$ cat src/rtl/slm_pkg.sv
// Shared constants and types for the strict 3x3 local-maximum unit.
// Used by slm_linebuf, slm_emit and strict_local_max_3x3_unit; no dependencies.
package slm_pkg;

  // Configuration port
  localparam int CFG_BITS       = 11;
  localparam int CFG_INDEX_BITS = 1;
  localparam logic [CFG_INDEX_BITS-1:0] REG_ROW_TOTAL = 1'd0;
  localparam logic [CFG_INDEX_BITS-1:0] REG_COL_TOTAL = 1'd1;

  // Position fields and counters
  localparam int POS_BITS = 10;

  // Defaults for the top-level parameters
  localparam int MAX_COLS_DEF   = 1024;
  localparam int MAX_ROWS_DEF   = 1024;
  localparam int VALUE_BITS_DEF = 32;

  // Up to four centers are decided by one input beat
  localparam int N_CAND   = 4;
  localparam int SEL_BITS = $clog2(N_CAND);

  // Per-result control fields, handed from the compare stage to the emitter
  typedef struct packed {
    logic [POS_BITS-1:0] row;
    logic [POS_BITS-1:0] col;
    logic                peak;
    logic                last;
  } res_info_t;

endpackage

$ cat src/rtl/slm_emit.sv
// Result emitter: holds the up to four results of one beat and sends them one per cycle
// through the output register unless stalled; tracks whether the frame had a peak.
// Depends on slm_pkg (res_info_t, N_CAND, SEL_BITS, POS_BITS).
module slm_emit #(
  parameter int VALUE_BITS = slm_pkg::VALUE_BITS_DEF
) (
  input  logic                            clk,
  input  logic                            rst,
  input  logic                            clr,
  input  logic                            grp_valid,
  input  logic [slm_pkg::N_CAND-1:0]      grp_mask,
  input  logic signed [VALUE_BITS-1:0]    grp_value [slm_pkg::N_CAND],
  input  slm_pkg::res_info_t              grp_info  [slm_pkg::N_CAND],
  output logic                            take,
  output logic                            out_valid,
  input  logic                            out_stall,
  output logic signed [VALUE_BITS-1:0]    center_value,
  output logic [slm_pkg::POS_BITS-1:0]    center_row,
  output logic [slm_pkg::POS_BITS-1:0]    center_col,
  output logic                            is_peak,
  output logic                            frame_end,
  output logic                            any_peak
);
  import slm_pkg::*;

  logic [N_CAND-1:0]            mask;
  logic [N_CAND-1:0]            mask_after;
  logic signed [VALUE_BITS-1:0] val_q  [N_CAND];
  res_info_t                    info_q [N_CAND];
  logic [SEL_BITS-1:0]          sel;
  logic                         out_free;
  logic                         pop;
  logic                         peak_seen;

  // Lowest pending result goes first (row-major order of centers)
  always_comb begin
    sel = '0;
    for (int k = N_CAND - 1; k >= 0; k--) begin
      if (mask[k]) begin
        sel = SEL_BITS'(k);
      end
    end
  end

  assign out_free   = !out_valid || !out_stall;
  assign pop        = out_free && (|mask);
  assign mask_after = pop ? (mask & ~(N_CAND'(1) << sel)) : mask;
  assign take       = (mask_after == '0);

  // Pending mask
  always_ff @(posedge clk) begin
    if (rst) begin
      mask <= '0;
    end else if (take) begin
      mask <= grp_valid ? grp_mask : '0;
    end else begin
      mask <= mask_after;
    end
  end

  // Group payload
  always_ff @(posedge clk) begin
    if (take && grp_valid) begin
      val_q  <= grp_value;
      info_q <= grp_info;
    end
  end

  // Frame peak tracking, in result order
  always_ff @(posedge clk) begin
    if (rst || clr) begin
      peak_seen <= 1'b0;
    end else if (pop) begin
      if (info_q[sel].last) begin
        peak_seen <= 1'b0;
      end else if (info_q[sel].peak) begin
        peak_seen <= 1'b1;
      end
    end
  end

  // Output register
  always_ff @(posedge clk) begin
    if (rst) begin
      out_valid <= 1'b0;
    end else if (out_free) begin
      out_valid <= pop;
    end
  end

  always_ff @(posedge clk) begin
    if (pop) begin
      center_value <= val_q[sel];
      center_row   <= info_q[sel].row;
      center_col   <= info_q[sel].col;
      is_peak      <= info_q[sel].peak;
      frame_end    <= info_q[sel].last;
      any_peak     <= info_q[sel].last && (peak_seen || info_q[sel].peak);
    end
  end

  a_any_peak_on_end: assert property (@(posedge clk) disable iff (rst)
    out_valid |-> (!any_peak || frame_end))
    else $error("any_peak set on a beat without frame_end");

  a_hold_when_blocked: assert property (@(posedge clk) disable iff (rst)
    (out_valid && out_stall && (|mask)) |-> !take)
    else $error("new group taken while results are still pending");

endmodule

$ cat config.mk
export PLATFORM = sky130hd
export DESIGN_NAME = slm_emit
export DESIGN_NICKNAME = d
export VERILOG_FILES = /design/src/rtl/slm_pkg.sv /design/src/rtl/slm_emit.sv
export SDC_FILE = /design/constraint.sdc
export NUM_CORES = 1
export LEC_CHECK = 0
export BUFFER_PORTS_ARGS = -buffer_cell sky130_fd_sc_hd__buf_2
export CORE_UTILIZATION = 48
export DETAILED_ROUTE_END_ITERATION = 16
export PLACE_DENSITY_LB_ADDON = 0.15
export SYNTH_ARGS = -nofsm -noshare
export SYNTH_HDL_FRONTEND = slang
export SYNTH_SLANG_ARGS = --single-unit
$ cat constraint.sdc
create_clock -name clk -period 14.3 [get_ports clk]
set_input_delay 2.86 -clock clk [delete_from_list [all_inputs] [get_ports clk]]
set_output_delay 2.86 -clock clk [all_outputs]
set_load 0.1 [all_outputs]
==> tab_implementation.tex, run 1 <==
\begin{tabular}{lr}
\hline
Metric & Value \\
\hline
\multicolumn{2}{l}{\textbf{Logic synthesis}} \\
Mapped cell area & 0.00997 mm\^{}2 \\
Synthesized netlist net count & 739 \\
Flop and latch count out of synthesis & 277 \\
Number of enable flip-flop cells after synthesis & 271 \\
Synth cell count leaders & sky130\_fd\_sc\_hd\_\_edfxtp\_1 (271), sky130\_fd\_sc\_hd\_\_a22oi\_1 (52), sky130\_fd\_sc\_hd\_\_mux2i\_1 (52), sky130\_fd\_sc\_hd\_\_o21ai\_1 (35), sky130\_fd\_sc\_hd\_\_o21ai\_0 (19) \\
Ys flop type & sky130\_fd\_sc\_hd\_\_edfxtp\_1 \\
Post-synthesis sequential area ratio & 0.828 \\
Number of instances in the synthesized netlist & 514 \\
Fraction of registers with async set or reset after synthesis & 0 \\
Unique cell type count in the Yosys netlist & 41 \\
Yosys warning count & 0 \\
Share of the synthesized area in the top cell type & 0.816 \\
Largest area contributor in the synthesized netlist & sky130\_fd\_sc\_hd\_\_edfxtp\_1 \\
Mean cell area of the mapped netlist & 19.4 um\^{}2 \\
Leading cell types by total area after synthesis & sky130\_fd\_sc\_hd\_\_edfxtp\_1 (82\%), sky130\_fd\_sc\_hd\_\_mux2i\_1 (5.2\%), sky130\_fd\_sc\_hd\_\_a22oi\_1 (3.9\%) \\
Cell with the most instances after synthesis & sky130\_fd\_sc\_hd\_\_edfxtp\_1 \\
\multicolumn{2}{l}{\textbf{Floorplan}} \\
Core area & 0.0203 mm\^{}2 \\
Die W & 146 um \\
Total number of placement rows & 52 \\
Die area & 0.0214 mm\^{}2 \\
I/O pin count & 282 \\
Starting density of the core & 0.491 \\
Vertical extent of the die & 146 um \\
\multicolumn{2}{l}{\textbf{STA}} \\
Worst-case headroom to the max-slew limit & 0.324 \\
Total Neg Setup Slack & 0 ps \\
Slew at the pin closest to its max-slew limit & 1010 ps \\
Final-report hold violation count & 0 \\
Worst clock skew on the final layout & 15.8 ps \\
Count of endpoints failing setup in the final report & 0 \\
Final cycle utilization of the critical path & 0.461 \\
Final period demand of the worst path & 6590 ps \\
Max Freq & 152 MHz \\
Setup repair after global routing missed its margin & no \\
Max-slew violation count & 0 \\
\multicolumn{2}{l}{\textbf{Layout}} \\
Number of filler cells placed in the layout & 1534 \\
Share of final-layout standard cells stronger than drive strength 1 & 0.414 \\
Net count reported at finish & 1032 \\
Final design area excluding fillers & 0.0125 mm\^{}2 \\
Synth-to-layout area growth & 25.6\% \\
\multicolumn{2}{l}{\textbf{Pwr}} \\
Post-layout power & 2.13 mW \\
Maximum vdd drop & 0.107 mV \\
Leakage component of the power & 4.97 nW \\
Power density over cell area & 170 mW/mm\^{}2 \\
\multicolumn{2}{l}{\textbf{Global route}} \\
Wire length of the first global-routing pass & 31500 um \\
Number of antenna violations at the first check in global routing & 4 \\
Via count of the first global-routing pass & 5904 \\
Largest net degree at the start of global routing & 136 \\
Gr ovfl total & 0 \\
Global-route usage over all layers & 0.193 \\
\multicolumn{2}{l}{\textbf{Drt}} \\
Detailed Route Iter0 Violations & 323 \\
Antenna viol nets, final & 0 \\
Routed wire length on met3 & 1640 um \\
Wl on met1 & 8160 um \\
Aggregate routed wire length & 21000 um \\
Post-DR wirelength/cell & 19.0 um \\
Routed wire length on met2 & 10500 um \\
Post-route DRC violation count & 0 \\
Drt first pass iters & 5 \\
Vias after detailed routing & 5734 \\
Top layer reached by signal wires & met5 \\
Post-detailed-route via-to-cell ratio & 5.20 \\
\multicolumn{2}{l}{\textbf{Clocking}} \\
Post-CTS clock slew at the launch and capture registers of the worst setup and hold paths & 60 ps \\
CTS H-tree depth & 1 \\
Post-CTS Setup Bufs & 0 \\
Clk sinks & 277 \\
Clock root buffer & sky130\_fd\_sc\_hd\_\_clkbuf\_16 \\
CTS tree & yes \\
Post-CTS Resized & 0 \\
Hold-fix buffers, CTS & 0 \\
Later-pin clock latency in the skew report & 530 ps \\
Maximum clock insertion buffer count & 3 \\
Total CTS buffers & 28 \\
\multicolumn{2}{l}{\textbf{Critical path}} \\
Cells traversed along the worst timing path & buf\_2 -> nand2\_1 -> a21o\_1 -> buf\_2 \\
CP required & 11440 ps \\
Bufs and invs on worst path & 2 \\
Crit-path max FO & 7 \\
Nature of the critical path endpoint & output pin \\
Max incr delay on CP & 420 ps \\
Cell with the largest stage delay on the worst path & sky130\_fd\_sc\_hd\_\_buf\_2 \\
Top cell by count, worst path & sky130\_fd\_sc\_hd\_\_buf\_2 \\
Arrival @ worst endpoint & 3730 ps \\
Critical path class & in -> out \\
Startpoint class of the critical path & input port \\
Largest delay share family, worst path & buffers and inverters \\
\multicolumn{2}{l}{\textbf{Placement}} \\
GP Congestion & 0.849 \\
Instance area after placement & 0.0116 mm\^{}2 \\
Number of buffers added on ports & 281 \\
Dpl hpwl & 13100 um \\
\multicolumn{2}{l}{\textbf{Job}} \\
Max-capacitance violation count & 0 \\
\multicolumn{2}{l}{\textbf{Run status}} \\
Result of the run & complete, no violations \\
\multicolumn{2}{l}{\textbf{Worst hold path}} \\
Worst min-delay path class & reg -> reg \\
\hline
\end{tabular}
[area by class of cell]
| class | instances | area, um^2 | share of cell area |
|---|---|---|---|
| Antenna cell | 4 | 10.0 | 0.000799 |
| Clock inverter | 21 | 173 | 0.0138 |
| Sequential cell | 277 | 8260 | 0.659 |
| Clock buffer | 30 | 729 | 0.0582 |
| Multi-Input combinational cell | 206 | 1520 | 0.121 |
| Inverter | 4 | 22.5 | 0.00180 |
| Timing Repair Buffer | 290 | 1470 | 0.118 |
| Tap cell | 270 | 338 | 0.0270 |
[registers in the layout, indices dropped and copies added, names as in the netlist]
register	count
peak_seen	1
frame_end	1
center_value	32
center_row	10
mask	4
is_peak	1
center_col	10
any_peak	1
info_q	88
val_q	128
out_valid	1
[stage by stage]
stage,utilization,setup slack (ps),hold slack (ps),std cells
after global routing,0.617,7660,571,1101
final,0.617,7710,543,1102
after detailed placement,0.572,7730,534,1047
after CTS,0.617,7720,548,1098
after floorplan,-,6340,520,514
after global placement,0.572,7750,523,1047
[path summary, 6_finish.rpt]
| check | cells after the start | to | slack (ps) | start |
|---|---|---|---|---|
| min reg2reg | 2 | center_value[26]$_DFFE_PP_ | 540 | val_q[26]$_DFFE_PP_ |
| max reg2reg | 4 | val_q[33]$_DFFE_PP_ | 10810 | mask[1]$_SDFF_PP0_ |
| max | 4 | take | 7710 | out_stall |
| min | 2 | center_value[26]$_DFFE_PP_ | 540 | val_q[26]$_DFFE_PP_ |
[routing by layer]
| layer | track usage | up-vias |
|---|---|---|
| li1 | - | 2668 |
| met1 | 0.234 | 2790 |
| met2 | 0.330 | 222 |
| met3 | 0.0569 | 52 |
| met4 | 0.0677 | 2 |
| met5 | 0 | - |
[cell usage in the layout, fill, tap and decap left out, types with 2 or more instances in the layout]
| cell | netlist | layout |
|---|---|---|
| sky130_fd_sc_hd__a22oi_1 | 52 | 52 |
| sky130_fd_sc_hd__bufinv_16 | 0 | 3 |
| sky130_fd_sc_hd__inv_2 | 1 | 2 |
| sky130_fd_sc_hd__o21ai_1 | 35 | 34 |
| sky130_fd_sc_hd__buf_4 | 5 | 9 |
| sky130_fd_sc_hd__clkinv_1 | 0 | 8 |
| sky130_fd_sc_hd__buf_2 | 6 | 281 |
| sky130_fd_sc_hd__a21o_1 | 2 | 2 |
| sky130_fd_sc_hd__edfxtp_1 | 271 | 271 |
| sky130_fd_sc_hd__mux2i_1 | 52 | 52 |
| sky130_fd_sc_hd__o21ai_0 | 19 | 19 |
| sky130_fd_sc_hd__nand2_1 | 9 | 9 |
| sky130_fd_sc_hd__nor2_1 | 2 | 2 |
| sky130_fd_sc_hd__nand3_1 | 2 | 2 |
| sky130_fd_sc_hd__nand2b_1 | 5 | 5 |
| sky130_fd_sc_hd__clkinv_2 | 0 | 9 |
| sky130_fd_sc_hd__diode_2 | 0 | 4 |
| sky130_fd_sc_hd__dfxtp_1 | 6 | 6 |
| sky130_fd_sc_hd__o22ai_1 | 3 | 3 |
| sky130_fd_sc_hd__clkbuf_16 | 0 | 29 |
| sky130_fd_sc_hd__or2_2 | 2 | 2 |
[kinds of logic after synthesis]
group / synth area share
AOI/OAI and AO/OA: 0.0797
buffers and inverters: 0.0211
DFF: 0.828
muxes: 0.0522
and+or+nand+nor: 0.0189
[where the power goes]
part           total, mW  internal [mW]  switching, mW
logic              0.398         0.0778          0.320
clock network      0.711          0.420          0.292
registers           1.02          0.997         0.0226
total               2.13           1.49          0.634
[worst register-to-register path, stage by stage (launching register included)]
cell,delay [ps]
sky130_fd_sc_hd__dfxtp_1,490
sky130_fd_sc_hd__nor4_2,480
sky130_fd_sc_hd__o211ai_1,320
sky130_fd_sc_hd__inv_8,710
sky130_fd_sc_hd__buf_4,1050
(Power assumes the default switching activity.)
==> inputs of run 2 (changes only) <==
Settings changed: CORE_UTILIZATION 48 to 47.
Clock period 14.3 ns to 6 ns, I/O delays scaled along.
==> run 2 against run 1 <==
Sequential power grew 140%. Non-clock buffer count shrank 2. Die area grew 2.1%. Sequential share of layout area grew 0.44 points.
==> tab_implementation.tex, run 2 (synthesis gave the netlist of run 1 again) <==
\begin{tabular}{lr}
\hline
Metric & Value \\
\hline
\multicolumn{2}{l}{\textbf{Critical path}} \\
CP Depth & 4 (unchanged) \\
Crit-path max FO & 12 (was 7) \\
Bufs and invs on worst path & 1 (was 2) \\
CP required & 4800 ps (was 11440 ps) \\
Startpoint class of the critical path & register (was input port) \\
Largest delay share family, worst path & flip-flops (was buffers and inverters) \\
Worst Reg2Reg Path Length in Cells & 5 (was 4) \\
Cells traversed along the worst timing path & nor2\_2 -> a221o\_1 -> a21o\_1 -> buf\_2 (was buf\_2 -> nand2\_1 -> a21o\_1 -> buf\_2) \\
Nature of the critical path endpoint & output pin (unchanged) \\
Critical path class & reg -> out (was in -> out) \\
Arrival @ worst endpoint & 2180 ps (was 3730 ps) \\
Cell with the largest stage delay on the worst path & sky130\_fd\_sc\_hd\_\_dfxtp\_1 (was sky130\_fd\_sc\_hd\_\_buf\_2) \\
Max incr delay on CP & 680 ps (was 420 ps) \\
\multicolumn{2}{l}{\textbf{STA}} \\
Max-slew violation count & 0 (unchanged) \\
Slew at the pin closest to its max-slew limit & 1130 ps (was 1010 ps) \\
Final cycle utilization of the critical path & 0.563 \\
Max Freq & 296 MHz \\
Final period demand of the worst path & 3380 ps \\
Setup repair after global routing missed its margin & no (unchanged) \\
Count of endpoints failing setup in the final report & 0 (unchanged) \\
Final-report hold violation count & 0 (unchanged) \\
Worst-case headroom to the max-slew limit & 0.246 (was 0.324) \\
Total Neg Setup Slack & 0 ps (unchanged) \\
Worst clock skew on the final layout & 29.1 ps (was 15.8 ps) \\
\multicolumn{2}{l}{\textbf{Global route}} \\
Wire length of the first global-routing pass & 31200 um (was 31500 um) \\
Via count of the first global-routing pass & 5866 (was 5904) \\
Number of antenna violations at the first check in global routing & 3 (was 4) \\
Gr ovfl total & 0 (unchanged) \\
Largest net degree at the start of global routing & 122 (was 136) \\
Global-route usage over all layers & 0.191 (was 0.193) \\
\multicolumn{2}{l}{\textbf{Placement}} \\
Number of buffers added on ports & 281 (unchanged) \\
Dpl hpwl & 13500 um (was 13100 um) \\
GP Congestion & 0.814 (was 0.849) \\
Instance area after placement & 0.0116 mm\^{}2 (about the same) \\
\multicolumn{2}{l}{\textbf{Floorplan}} \\
Core area & 0.0205 mm\^{}2 (was 0.0203 mm\^{}2) \\
I/O pin count & 282 (unchanged) \\
Die W & 148 um (was 146 um) \\
Vertical extent of the die & 148 um (was 146 um) \\
Total number of placement rows & 52 (unchanged) \\
Die area & 0.0218 mm\^{}2 (was 0.0214 mm\^{}2) \\
Starting density of the core & 0.487 (was 0.491) \\
\multicolumn{2}{l}{\textbf{Clocking}} \\
Clk sinks & 277 (unchanged) \\
Hold-fix buffers, CTS & 0 (unchanged) \\
Total CTS buffers & 28 (unchanged) \\
Clock root buffer & sky130\_fd\_sc\_hd\_\_clkbuf\_16 (unchanged) \\
Later-pin clock latency in the skew report & 550 ps (was 530 ps) \\
CTS H-tree depth & 1 (unchanged) \\
CTS tree & yes (unchanged) \\
Post-CTS Setup Bufs & 0 (unchanged) \\
Post-CTS clock slew at the launch and capture registers of the worst setup and hold paths & 60 ps (about the same) \\
Maximum clock insertion buffer count & 3 (unchanged) \\
Post-CTS Resized & 0 (unchanged) \\
\multicolumn{2}{l}{\textbf{Drt}} \\
Drt first pass iters & 5 (unchanged) \\
Detailed Route Iter0 Violations & 298 (was 323) \\
Post-route DRC violation count & 0 (unchanged) \\
Post-detailed-route via-to-cell ratio & 5.13 (was 5.20) \\
Aggregate routed wire length & 21000 um (about the same) \\
Vias after detailed routing & 5627 (was 5734) \\
Post-DR wirelength/cell & 19.1 um (was 19.0 um) \\
Antenna viol nets, final & 0 (unchanged) \\
\multicolumn{2}{l}{\textbf{Worst hold path}} \\
Number of cells on the worst hold path & 2 (unchanged) \\
Worst min-delay path class & reg -> reg (unchanged) \\
\multicolumn{2}{l}{\textbf{Layout}} \\
Final design area excluding fillers & 0.0124 mm\^{}2 (was 0.0125 mm\^{}2) \\
Register ranked first by flip-flop count & val\_q (unchanged) \\
Synth-to-layout area growth & 24.8\% (was 25.6\%) \\
Share of final-layout standard cells stronger than drive strength 1 & 0.406 (was 0.414) \\
Net count reported at finish & 1030 (was 1032) \\
Leading cell type in the layout, fill and taps excluded & sky130\_fd\_sc\_hd\_\_buf\_2 (unchanged) \\
Top Registers & val\_q: 128 flops, info\_q: 88 flops, center\_value: 32 flops (unchanged) \\
Number of filler cells placed in the layout & 1572 (was 1534) \\
Most frequent cells in the layout & sky130\_fd\_sc\_hd\_\_buf\_2 (281), sky130\_fd\_sc\_hd\_\_edfxtp\_1 (271), sky130\_fd\_sc\_hd\_\_mux2i\_1 (52), sky130\_fd\_sc\_hd\_\_a22oi\_1 (52), sky130\_fd\_sc\_hd\_\_o21ai\_1 (34) (unchanged) \\
Max FFs per register & 128 (unchanged) \\
\multicolumn{2}{l}{\textbf{Pwr}} \\
Leakage component of the power & 4.91 nW (was 4.97 nW) \\
Power density over cell area & 398 mW/mm\^{}2 (was 170 mW/mm\^{}2) \\
Maximum vdd drop & 0.282 mV (was 0.107 mV) \\
\multicolumn{2}{l}{\textbf{Job}} \\
Max-capacitance violation count & 0 (unchanged) \\
\multicolumn{2}{l}{\textbf{Run status}} \\
Result of the run & complete, no violations (unchanged) \\
\hline
\end{tabular}
-- run 2: layout make-up --
class                   instances  area [um^2]  share of cell area
well taps                     270          338              0.0271
repair buffers                288         1470               0.118
inverters                       4         18.8             0.00151
clock inverters                17          114             0.00915
flip-flops and latches        277         8260               0.664
multi-input cells             206         1520               0.122
diodes                          1         2.50            0.000201
clock buffers                  33          719              0.0578
-- run 2: tightest hold or removal path: stages, from the launching register on --
cell	delay, ps
sky130_fd_sc_hd__edfxtp_1	310
sky130_fd_sc_hd__a22oi_1	60
sky130_fd_sc_hd__o21ai_1	70
-- run 2: metrics by stage --
step	hold WS [ps]	cells	utilization	setup slack (ps)	total power, mW
finish	549	1096	0.607	2620	4.95
global route	574	1095	0.607	2510	5.13
CTS	551	1095	0.607	2600	5.01
detailed placement	538	1045	0.566	2390	3.43
global placement	527	1045	0.566	2540	3.41
floorplan	520	514	-	451	3.22
-- run 2: power by group --
part           total (mW)  switching (mW)  internal, mW
clock                1.58           0.682         0.893
combinational       0.949           0.763         0.186
sequential           2.43          0.0544          2.38
-- run 2: layer usage --
metal	global-route usage	wire length (um)	vias to the layer above	part of all wire
li1	-	-	2661	-
met1	0.227	7900	2708	0.38
met2	0.333	10600	215	0.51
met3	0.0602	1840	43	0.088
met4	0.0588	585	0	0.028
met5	0	0	-	0
-- run 2: final timing paths --
path	from	slack [ps]	endpoint
max	mask[1]$_SDFF_PP0_	2620	take
min reg2reg	info_q[14]$_DFFE_PP_	550	center_row[2]$_DFFE_PP_
max reg2reg	mask[1]$_SDFF_PP0_	2930	val_q[87]$_DFFE_PP_
min	info_q[14]$_DFFE_PP_	550	center_row[2]$_DFFE_PP_
